$ cat config.mk
export PLATFORM = sky130hd
export DESIGN_NAME = sync_word_bit_deframer
export DESIGN_NICKNAME = d
export VERILOG_FILES = /design/src/hdl/swd_pkg.sv /design/src/hdl/swd_step.sv /design/src/hdl/sync_word_bit_deframer.sv
export VERILOG_INCLUDE_DIRS = /design/src /design/src/hdl
export SDC_FILE = /design/constraint.sdc
export NUM_CORES = 1
export LEC_CHECK = 0
export BUFFER_PORTS_ARGS = -buffer_cell sky130_fd_sc_hd__buf_4
export CAP_MARGIN = 0
export CORE_MARGIN = 2
export CORE_UTILIZATION = 46
export CTS_CLUSTER_DIAMETER = 120
export DETAILED_ROUTE_END_ITERATION = 10
export GPL_TIMING_DRIVEN = 0
export HOLD_SLACK_MARGIN = 0.12
export PLACE_DENSITY = 0.7
export SLEW_MARGIN = 0
export SYNTH_ARGS = -nofsm -noshare
export SYNTH_HDL_FRONTEND = slang
export SYNTH_SLANG_ARGS = --single-unit
$ cat constraint.sdc
create_clock -name clk -period 3.6 [get_ports clk]
set_clock_uncertainty 0.15 [all_clocks]
set_input_delay 0.72 -clock clk [delete_from_list [all_inputs] [get_ports clk]]
set_output_delay 0.72 -clock clk [all_outputs]
set_load 0.005 [all_outputs]
$ cat src/hdl/sync_word_bit_deframer_defines.svh
// assertion macros for the sync word bit deframer
`ifndef SYNC_WORD_BIT_DEFRAMER_DEFINES_SVH
`define SYNC_WORD_BIT_DEFRAMER_DEFINES_SVH

// same-cycle implication
`define SWD_ASSERT_NOW(lbl, ante, cons, msg) \
  lbl: assert property (@(posedge clk) disable iff (rst) (ante) |-> (cons)) \
    else $error(msg);

// next-cycle implication
`define SWD_ASSERT_NEXT(lbl, ante, cons, msg) \
  lbl: assert property (@(posedge clk) disable iff (rst) (ante) |=> (cons)) \
    else $error(msg);

`endif

$ cat src/hdl/swd_pkg.sv
// types and constants shared by the sync word bit deframer
package swd_pkg;

  localparam logic [31:0] SYNC_WORD       = 32'hCCCC_A64C;
  localparam logic [31:0] SYNC_WORD_INV   = 32'h3333_59B3;
  localparam logic [7:0]  FRAME_BYTES_RST = 8'd176;

  localparam logic EV_SYNC = 1'b0;
  localparam logic EV_BYTE = 1'b1;

  typedef struct packed {
    logic [31:0] history;
    logic        hunting;
    logic [2:0]  bit_phase;
    logic [7:0]  bytes_taken;
  } state_t;

  typedef struct packed {
    logic       valid;
    logic       event_kind;
    logic       sync_inverted;
    logic [7:0] frame_byte;
    logic [7:0] byte_position;
    logic       frame_last;
  } result_t;

endpackage

$ cat src/hdl/swd_step.sv
// one-byte step: eight bit shifts, sync search and frame byte extraction
module swd_step
  import swd_pkg::*;
(
  input  state_t     st,
  input  logic [7:0] in_byte,
  input  logic [7:0] frame_bytes,
  output state_t     st_next,
  output result_t    res
);

  logic [39:0] w;
  logic [7:0]  hit;
  logic [7:0]  hit_inv;
  logic        sync_found;
  logic [2:0]  sync_pos;
  logic        sync_inv;
  logic [7:0]  cnt_next;
  logic        last;

  // candidate histories after each bit, first match wins
  always_comb begin
    w = {st.history, in_byte};
    hit = '0;
    hit_inv = '0;
    for (int k = 0; k < 8; k++) begin
      hit[k]     = (w[(7 - k) +: 32] == SYNC_WORD) || (w[(7 - k) +: 32] == SYNC_WORD_INV);
      hit_inv[k] = (w[(7 - k) +: 32] == SYNC_WORD_INV);
    end
    sync_pos = '0;
    sync_inv = 1'b0;
    for (int k = 7; k >= 0; k--) begin
      if (hit[k]) begin
        sync_pos = 3'(k);
        sync_inv = hit_inv[k];
      end
    end
    sync_found = |hit;
  end

  assign cnt_next = st.bytes_taken + 8'd1;
  assign last     = (cnt_next == frame_bytes);

  always_comb begin
    st_next = st;
    st_next.history = w[31:0];
    res = '0;
    if (st.hunting) begin
      if (sync_found) begin
        st_next.hunting     = 1'b0;
        st_next.bit_phase   = ~sync_pos;
        st_next.bytes_taken = '0;
        res.valid           = 1'b1;
        res.event_kind      = EV_SYNC;
        res.sync_inverted   = sync_inv;
      end
    end else begin
      st_next.bytes_taken = cnt_next;
      res.valid           = 1'b1;
      res.event_kind      = EV_BYTE;
      res.frame_byte      = w[st.bit_phase +: 8];
      res.byte_position   = st.bytes_taken;
      res.frame_last      = last;
      if (last) begin
        // rest of the input byte is dropped
        st_next.history   = w[st.bit_phase +: 32];
        st_next.hunting   = 1'b1;
        st_next.bit_phase = '0;
      end
    end
  end

endmodule

$ cat src/hdl/sync_word_bit_deframer.sv
// top level of the sync word bit deframer
// an accepted byte is held in the input register, and its result is then registered at the outputs
// throughput: one byte per cycle while the output is not stalled, all eight bit steps resolved in one pass
// the rate is set by the state update from the input register
// reset clears the pipeline valids, resets the search state to hunting and sets frame_bytes to 176
`include "sync_word_bit_deframer_defines.svh"

module sync_word_bit_deframer
  import swd_pkg::*;
(
  input  logic       clk,
  input  logic       rst,
  input  logic       cfg_write,
  input  logic [7:0] cfg_data,
  input  logic       in_valid,
  output logic       in_ready,
  input  logic [7:0] in_byte,
  output logic       out_valid,
  input  logic       out_ready,
  output logic       event_kind,
  output logic       sync_inverted,
  output logic [7:0] frame_byte,
  output logic [7:0] byte_position,
  output logic       frame_last
);

  logic       hold_valid;
  logic [7:0] hold_byte;
  logic [7:0] frame_bytes;
  state_t     state;
  state_t     state_next;
  result_t    res;
  logic       adv;

  assign adv      = hold_valid && (!out_valid || out_ready);
  assign in_ready = !hold_valid || adv;

  swd_step u_step (
    .st          (state),
    .in_byte     (hold_byte),
    .frame_bytes (frame_bytes),
    .st_next     (state_next),
    .res         (res)
  );

  always_ff @(posedge clk) begin
    if (rst) begin
      hold_valid          <= 1'b0;
      out_valid           <= 1'b0;
      frame_bytes         <= FRAME_BYTES_RST;
      state.history       <= '0;
      state.hunting       <= 1'b1;
      state.bit_phase     <= '0;
      state.bytes_taken   <= '0;
    end else begin
      if (in_ready) begin
        hold_valid <= in_valid;
      end
      if (adv) begin
        state     <= state_next;
        out_valid <= res.valid;
      end else if (out_ready) begin
        out_valid <= 1'b0;
      end
      if (cfg_write) begin
        frame_bytes <= cfg_data;
      end
    end
  end

  always_ff @(posedge clk) begin
    if (in_valid && in_ready) begin
      hold_byte <= in_byte;
    end
    if (adv && res.valid) begin
      event_kind    <= res.event_kind;
      sync_inverted <= res.sync_inverted;
      frame_byte    <= res.frame_byte;
      byte_position <= res.byte_position;
      frame_last    <= res.frame_last;
    end
  end

  `SWD_ASSERT_NOW(a_sync_fields_zero, out_valid && (event_kind == EV_SYNC), (frame_byte == 8'd0) && (byte_position == 8'd0) && !frame_last, "sync request carries frame fields")
  `SWD_ASSERT_NEXT(a_sync_ends_hunt, adv && res.valid && (res.event_kind == EV_SYNC), !state.hunting && (state.bytes_taken == 8'd0), "sync did not end the hunt")
  `SWD_ASSERT_NEXT(a_last_restarts_hunt, adv && res.valid && res.frame_last, state.hunting && (state.bit_phase == 3'd0), "frame end did not restart the hunt")

endmodule
After elaboration in Yosys (flattened, before gate mapping)
Index checks and enable logic that the tools add are counted.

Register bits after elaboration: 81. Bits of input ports: 21. Output and inout bits: 21. Word-level logic and storage cells: 80.

Add/subtract/negate cells: 1. Eq/ne operators: 18. Shift operators: 2. Multiplexer cells: 24. Bitwise logic cells: 1. Reductions and logical operators: 21.

Operators with widths (count): $eq A32 B30 Y1 const B (8); $eq A32 B32 Y1 const B (8); $shiftx A40 B4 Y32 (1); $shiftx A40 B4 Y8 (1); $mux W36 (1); $mux W32 (1); $mux W3 (9); $mux W12 (2); $logic_or A1 B1 Y1 (10); $mux W1 (10); $add A8 B1 Y8 const B (1); $eq A8 B8 Y1 (1); $reduce_or A8 Y1 (1); $reduce_and A2 Y1 (2); $reduce_bool A2 Y1 (2); $logic_and A1 B1 Y1 (3); $not A3 Y3 (1); $reduce_and A3 Y1 (1); $logic_not A1 Y1 (2); $mux W2 (1); $ne A2 B1 Y1 const B (1).

Longest topological paths before layout
Gate-level depths: netlist of run 1.

Depth in word-level cells: 13. Mapped depth: 9. Depth with buffers taken out: 8.

Cells and area by module
Synthesis of run 1 repeated with hierarchy kept, for this count alone.

Cell total of the unflattened synthesis: 652. Area total of the unflattened synthesis: 5950.7 µm².

By module, submodules not included: sync_word_bit_deframer (instances 1, cells an instance 255, area an instance 3168.0 µm², sequential area each 1891.8 µm²); swd_step (instances 1, cells an instance 397, area an instance 2782.7 µm², sequential area each 0.0 µm²).

Least setup slack after synthesis of run 1
No wires, ideal clock.

Kind: reg2reg. From: register hold_byte[6]. To: register byte_position[0] (enable). Setup time: 0.374 ns. Arrival: 2.164 ns. Data required time: 3.076 ns. Setup slack: 0.912 ns. Stages on the path, launching flop included: 7. Path buffers: 0. Period minus slack after synthesis: 2.688 ns. Path through: edfxtp_1 or4b_4 nor4_2 a31oi_1 o2111ai_4 o31ai_4 inv_1.

Cells in the longest elaborated chain, start to end: 6. Elaborated cells between the ends (all ways): 25. Those cells by class: 14 x eq/ne; 2 x mux; 9 x reduce/logical.

RTL lines: start: declaration (RTL line sync_word_bit_deframer.sv:28) `logic [7:0] hold_byte;`; start signal: assignment (RTL line sync_word_bit_deframer.sv:73) `hold_byte <= in_byte;`; $eq A32 B32 Y1 or $eq A32 B30 Y1 (tied branches) (RTL line swd_step.sv:27) `hit[k] = (w[(7 - k) +: 32] == SYNC_WORD) || (w[(7 - k) +: 32] == SYNC_WORD_INV);`; $logic_or A1 B1 Y1 (RTL line swd_step.sv:27); $reduce_or A8 Y1 * (RTL line swd_step.sv:38) `sync_found = |hit;`; $mux W3 * (RTL line swd_step.sv:49) `if (sync_found) begin`; $mux W2 * (RTL line swd_step.sv:48) `if (st.hunting) begin`; $logic_and A1 B1 Y1 * (RTL line sync_word_bit_deframer.sv:75) `if (adv && res.valid) begin`; end signal: assignment (RTL line sync_word_bit_deframer.sv:79) `byte_position <= res.byte_position;`; end: declaration (RTL line sync_word_bit_deframer.sv:23) `output logic [7:0] byte_position,`.

Mark *: on every way between the ends. The rest lies on a longest branch, timed or not. A chain may end at the register's enable or synchronous reset.

Worst setup path after layout of run 1
From: register hold_byte[6]. To: register byte_position[5] (enable).

The elaborated chain is that of the path after synthesis.

==> results.json, run 1 <==
{
  "dpl.cell_count": 791,
  "cp_slowest_cell": "edfxtp_1",
  "grt_usage_pct": 27.81,
  "stdcell_count": 807,
  "maxCapViolations": 0,
  "regArea_um2": 1872,
  "timing.final.crit_period_ns": 3.394,
  "die_h_um": 114.1,
  "r2r-start": "hold_byte[6]$_DFFE_PP_",
  "wl_met1_um": 7731,
  "cp-start-kind": "flip-flop",
  "insertion_delay_ns": 0.34,
  "ff2ff_setup_slack_ns": 0.21,
  "hold_violations": 0,
  "wl_met3_um": 1340,
  "syn_inst": 603,
  "worst-path-buf-inv": 1,
  "critPathTopFamily": "simple AND/OR/NAND/NOR gates",
  "cp-end-kind": "flip-flop",
  "wl_um": 17820,
  "finalSetupTns_ns": 0,
  "path_class": "flip-flop to flip-flop",
  "pwr-share-seq_pct": 46.6,
  "post_cts_buffers": 0,
  "clock_sinks": 80,
  "synth_edf_count": 27,
  "seq_area_frac_synth_pct": 33.57,
  "power_frac_comb_pct": 8.1,
  "vias": 5189,
  "root_buffer": "clkbuf_16",
  "synth_top_area_cell": "dfxtp_1",
  "drt_iter0_drc": 534,
  "io_pins": 42,
  "clk_pin_slew_ns": 0.07,
  "switching_share_pct": 24.76,
  "dieArea_um2": 13020,
  "syn_nets": 625,
  "cts_tree": "done",
  "period_share_pct": 94.28,
  "worst_slew_pin_slew_ns": 0.8340,
  "antenna_cells": 0,
  "ir_drop_mv": 0.2248,
  "drive_gt1_share_pct": 19.55,
  "drv_slew": 0,
  "cts_made_buffers": 9,
  "routed-wl-met2_um": 8188,
  "cp.required_ns": 3.42,
  "slowest_delay_ns": 0.58,
  "highest_layer": "met4",
  "numPortBuffers": 41,
  "hold_buffers": 0,
  "synth_area_leaders": "dfxtp_1, edfxtp_1, mux2i_1, mux2_2, mux4_2",
  "synth-seq-cells": 80,
  "cts.htree.levels": 3,
  "postSynthAreaPerCell_um2": 9.246,
  "power.internal_uw": 1563,
  "grt_pass1_vias": 4970,
  "die_x_um": 114.1,
  "grt_pass1_wl_um": 27790,
  "crit_arrival_ns": 3.22,
  "yosys_warnings": 0,
  "setup_ws_ns": 0.2060,
  "fin_nets": 677,
  "start_util_pct": 46.81,
  "multi_input_area_um2": 3417,
  "dpl_cell_area_um2": 6067,
  "power.density_nw_per_um2": 326.0,
  "antenna_found_initial": 0,
  "switchingPower_uw": 514.4,
  "ys_types": 68,
  "hold_class": "flip-flop to flip-flop",
  "drc": 0,
  "synthFlopType": "dfxtp_1",
  "core-area_um2": 11910,
  "hold_start": "state[42]$_SDFFE_PP0P_",
  "p_leak_uw": 0.002157,
  "syn-cell-area_um2": 5575,
  "async_reset_ff_share_pct": 0,
  "place.gp.congestion": 0.9602,
  "design_area_um2": 6372,
  "cp-startpoint": "hold_byte[6]$_DFFE_PP_",
  "synth_top_area_share_pct": 19.03,
  "fill_cells": 1109,
  "drtAntennaViolNets": 0,
  "crit_fanout": 19,
  "pre_cts_ws_ns": 0.2479,
  "setup_viol": 0,
  "grt_remaining_overflow": 0,
  "routedWlPerCell_um": 22.08,
  "status": "completed",
  "area_growth_pct": 14.30,
  "rsz0062_at_grt": "false",
  "clkPwrFrac_pct": 45.3,
  "routed_via_density": 6.430,
  "num_rows": 40,
  "first_pass_iters": 5,
  "cts_resized": 0,
  "path_cells": "or4b_4, nor4_2, a31oi_1, o2111ai_4, o31ai_4, inv_1",
  "clk_path_buf_depth": 2,
  "fmax_mhz": 294.6,
  "hpwl_um": 13260,
  "slew_headroom_pct": 43.98,
  "grt_max_degree": 20
}
[registers in the layout, summed over array words and instances (netlist names)]
name	cells
byte_position	8
event_kind	1
frame_byte	8
frame_bytes	8
frame_last	1
hold_byte	8
hold_valid	1
out_valid	1
state	43
sync_inverted	1
[cell usage after synthesis (3+ instances only)]
| cell type | number |
|---|---|
| nand2_1 | 38 |
| o22ai_1 | 3 |
| nor2_1 | 53 |
| buf_2 | 14 |
| o2111ai_1 | 6 |
| buf_6 | 5 |
| nor4b_1 | 7 |
| clkbuf_1 | 26 |
| a211o_1 | 3 |
| nor3b_1 | 3 |
| nor4bb_1 | 4 |
| a211oi_1 | 4 |
| and4b_1 | 4 |
| mux2_2 | 24 |
| inv_1 | 8 |
| nand4b_1 | 7 |
| mux4_2 | 12 |
| o21ai_1 | 36 |
| nand4_1 | 6 |
| nor2b_1 | 14 |
| mux2i_1 | 52 |
| and3_1 | 5 |
| buf_1 | 4 |
| nand2b_1 | 7 |
| dfxtp_1 | 53 |
| o21bai_1 | 5 |
| nor4_1 | 6 |
| nand3b_1 | 34 |
| o21ai_0 | 18 |
| nand3_1 | 12 |
| and2_1 | 9 |
| xnor2_1 | 12 |
| edfxtp_1 | 27 |
| a21oi_1 | 24 |
| nor3_1 | 16 |
[power by group through the flow]
stage / logic (uW) / registers (uW) / clock network (uW)
after detailed placement: 165 / 988 / 0
after global routing: 182 / 970 / 985
after CTS: 166 / 968 / 950
after global placement: 163 / 988 / 0
final: 168 / 969 / 940
after floorplan: 108 / 979 / 0
[worst paths after layout]
path	endpoint	depth (start not counted)
hold / removal	state[42]$_SDFFE_PP0P_	2
hold reg to reg	state[42]$_SDFFE_PP0P_	2
setup / recovery	byte_position[5]$_SDFFCE_PP0P_	6
setup reg to reg	byte_position[5]$_SDFFCE_PP0P_	6
[through the flow]
step | hold WS [ns] | total power, uW | util (%)
after floorplan | 0.3151 | 1087 | -
after global placement | 0.3469 | 1151 | 50.93
after detailed placement | 0.3449 | 1153 | 50.93
after CTS | 0.3555 | 2083 | 53.50
after global routing | 0.3915 | 2137 | 53.50
final | 0.3625 | 2078 | 53.50
[kinds of logic after synthesis]
family | share of synthesized area [%]
flops | 33.57
mux | 19.50
buf+inv | 5.139
compound gates | 12.07
xor+xnor | 2.199
fa+ha+maj | 0.2244
simple gates | 27.29
[cell type report]
| class | instances | share of cell area, % |
|---|---|---|
| multi-input combinational | 462 | 53.62 |
| timing repair buffer | 41 | 4.830 |
| clock inverter | 7 | 1.257 |
| sequential | 80 | 29.37 |
| tap | 147 | 2.886 |
| buffer | 51 | 3.907 |
| inverter | 10 | 0.5890 |
| clock buffer | 9 | 3.534 |
[routing by layer]
layer / up-vias / track usage [%]
li1: 2350 / -
met2: 295 / 43.81
met1: 2500 / 38.06
met5: - / 0
met3: 44 / 4.553
met4: 0 / 11.63
[worst reg2reg max path: stages, from the launching register on]
cell	delay, ns
edfxtp_1	0.58
or4b_4	0.59
nor4_2	0.39
a31oi_1	0.20
o2111ai_4	0.37
o31ai_4	0.18
inv_1	0.57
[cell usage in the layout, fill, tap and decap left out, types with 3 or more instances in the layout]
cell / n
nor2_1: 53
nand2_1: 38
a21oi_1: 24
nand2b_1: 7
o22ai_1: 3
dfxtp_1: 53
clkbuf_1: 26
nor4_1: 6
o21bai_1: 5
mux4_2: 12
o21ai_0: 18
clkbuf_16: 9
buf_4: 41
inv_1: 8
xnor2_1: 12
nor3b_1: 3
and2_1: 9
mux2_2: 24
and4b_1: 4
nor2b_1: 14
mux2i_1: 52
buf_2: 14
o2111ai_1: 6
nor4b_1: 7
nor3_1: 16
a211o_1: 3
nand3b_1: 34
o21ai_1: 36
buf_6: 5
nor4bb_1: 4
buf_1: 4
nand3_1: 12
and3_1: 5
a211oi_1: 4
nand4b_1: 7
nand4_1: 6
edfxtp_1: 27
Power figures use the tool's default switching activity.
==> run 2: changes to the inputs <==
Settings changed: BUFFER_PORTS_ARGS -buffer_cell sky130_fd_sc_hd__buf_4 to default, DONT_BUFFER_PORTS from default to 1, PLACE_DENSITY 0.7 to 0.67.
==> run 2 against run 1 <==
Compared with the run above:
- flip-flop and latch count is the same
- sequential share of layout area grew 1.5 points
- sequential power is essentially flat
- critical path depth is the same
- power shrank 0.85%
- via count shrank 3.4%
- clock-buffer cell count grew 1
- combinational power shrank 9.5%
- critical endpoint is now sync_inverted$_SDFFCE_PN0P_
==> results.json, run 2 (same netlist as run 1, synthesis figures left out) <==
{
  "io_pins": 42,
  "cp_num_cells": 6,
  "cp-startpoint": "hold_byte[6]$_DFFE_PP_",
  "setup_ws_ns": 0.2700,
  "wl_um": 18040,
  "ir_drop_mv": 0.2664,
  "grt_pass1_vias": 4954,
  "post_cts_buffers": 0,
  "cts.htree.levels": 3,
  "fin_nets": 636,
  "p_leak_uw": 0.001948,
  "die_x_um": 114.1,
  "area_growth_pct": 8.618,
  "start_util_pct": 46.81,
  "highest_layer": "met4",
  "routedWlPerCell_um": 23.55,
  "cp.required_ns": 3.43,
  "dieArea_um2": 13020,
  "drtAntennaViolNets": 0,
  "drt_iter0_drc": 552,
  "routed-wl-met2_um": 8154,
  "clk_path_buf_depth": 2,
  "vias": 5010,
  "hold_buffers": 0,
  "cp-end-kind": "flip-flop",
  "pre_cts_ws_ns": 0.3445,
  "status": "completed",
  "cts_tree": "done",
  "period_share_pct": 92.50,
  "layout_common_cells": "nor2_1, dfxtp_1, mux2i_1",
  "dpl_cell_area_um2": 5759,
  "clk_pin_slew_ns": 0.07,
  "ff2ff_path_depth": 6,
  "drc": 0,
  "die_h_um": 114.1,
  "hold_start": "in_byte[1]",
  "place.gp.congestion": 1.027,
  "clock_sinks": 80,
  "antenna_cells": 0,
  "r2r-start": "hold_byte[6]$_DFFE_PP_",
  "crit_fanout": 19,
  "rsz0062_at_grt": "false",
  "grt_max_degree": 20,
  "cp-start-kind": "flip-flop",
  "wl_met1_um": 7756,
  "design_area_um2": 6056,
  "maxCapViolations": 0,
  "worst-path-buf-inv": 1,
  "drive_gt1_share_pct": 14.05,
  "grt_usage_pct": 28.89,
  "endpoint": "sync_inverted$_SDFFCE_PN0P_",
  "fin_util_pct": 50.84,
  "path_cells": "nand4b_1, nor4b_1, o2111ai_1, o2111ai_4, o31ai_4, inv_1",
  "routed_via_density": 6.540,
  "hold_class": "primary input to flip-flop",
  "largest_reg_flops": 43,
  "antenna_found_initial": 1,
  "hpwl_um": 13220,
  "grt_pass1_wl_um": 28590,
  "insertion_delay_ns": 0.35,
  "slowest_delay_ns": 0.69,
  "numPortBuffers": 0,
  "first_pass_iters": 5,
  "fill_cells": 1100,
  "hold_violations": 0,
  "path_class": "flip-flop to flip-flop",
  "cp_slowest_cell": "nor4b_1",
  "r2r_end": "sync_inverted$_SDFFCE_PN0P_",
  "root_buffer": "clkbuf_16",
  "cts_made_buffers": 9,
  "power.density_nw_per_um2": 340.2,
  "fmax_mhz": 300.3,
  "setup_viol": 0,
  "worst_slew_pin_slew_ns": 0.7727,
  "cts_resized": 0,
  "wl_met3_um": 1410,
  "finalSetupTns_ns": 0,
  "drv_slew": 0,
  "grt_remaining_overflow": 0,
  "crit_arrival_ns": 3.16,
  "core-area_um2": 11910,
  "slew_headroom_pct": 47.76,
  "ff2ff_setup_slack_ns": 0.27,
  "num_rows": 40,
  "timing.final.crit_period_ns": 3.330,
  "regMostFlops": "state",
  "critPathTopFamily": "simple AND/OR/NAND/NOR gates"
}
## run 2: area by class of cell
type / instances / area, um2 / share of cell area (%)
Tap cell: 147 / 183.9 / 3.037
Sequential cell: 80 / 1872 / 30.91
Clock inverter: 6 / 67.56 / 1.116
Buffer: 51 / 249.0 / 4.112
Clock buffer: 10 / 229.0 / 3.781
Multi-Input combinational cell: 462 / 3417 / 56.43
Inverter: 10 / 37.54 / 0.6198
## run 2: how the worst min path moves through the flow
stage	depth (start not counted)	end	slack (ns)
3_5_place_dp	2	state[42]$_SDFFE_PP0P_	0.34
4_1_cts	0	hold_byte[7]$_DFFE_PP_	0.31
5_1_grt	0	hold_byte[1]$_DFFE_PP_	0.31
6_report	0	hold_byte[1]$_DFFE_PP_	0.31
3_3_place_gp	2	state[42]$_SDFFE_PP0P_	0.35
2_1_floorplan	2	state[42]$_SDFFE_PP0P_	0.32
## run 2: report_power, final
group	leakage [uW]	internal [uW]	switching (uW)	total (uW)
combinational	0.00110	57.4	94.7	152
clock	0.000139	540	399	939
sequential	0.000708	948	21.5	969
total	0.00195	1550	515	2060
## run 2: routing by layer
| metal | vias up | track usage (%) |
|---|---|---|
| li1 | 2265 | - |
| met4 | 0 | 13.66 |
| met1 | 2424 | 39.30 |
| met3 | 60 | 5.029 |
| met5 | - | 0 |
| met2 | 261 | 44.80 |
## run 2: metrics by stage
stage	hold slack, ns	total power [uW]	std cells
final	0.3114	2060	766
after global placement	0.3474	1135	750
after global routing	0.3098	2102	766
after detailed placement	0.3405	1135	750
after floorplan	0.3151	1087	603
after CTS	0.3097	2054	766
## run 2: worst reg2reg max path: stages (launching register included)
cell and delay, ns:
edfxtp_1 0.63, nand4b_1 0.20, nor4b_1 0.69, o2111ai_1 0.35, o2111ai_4 0.21, o31ai_4 0.18
inv_1 0.54
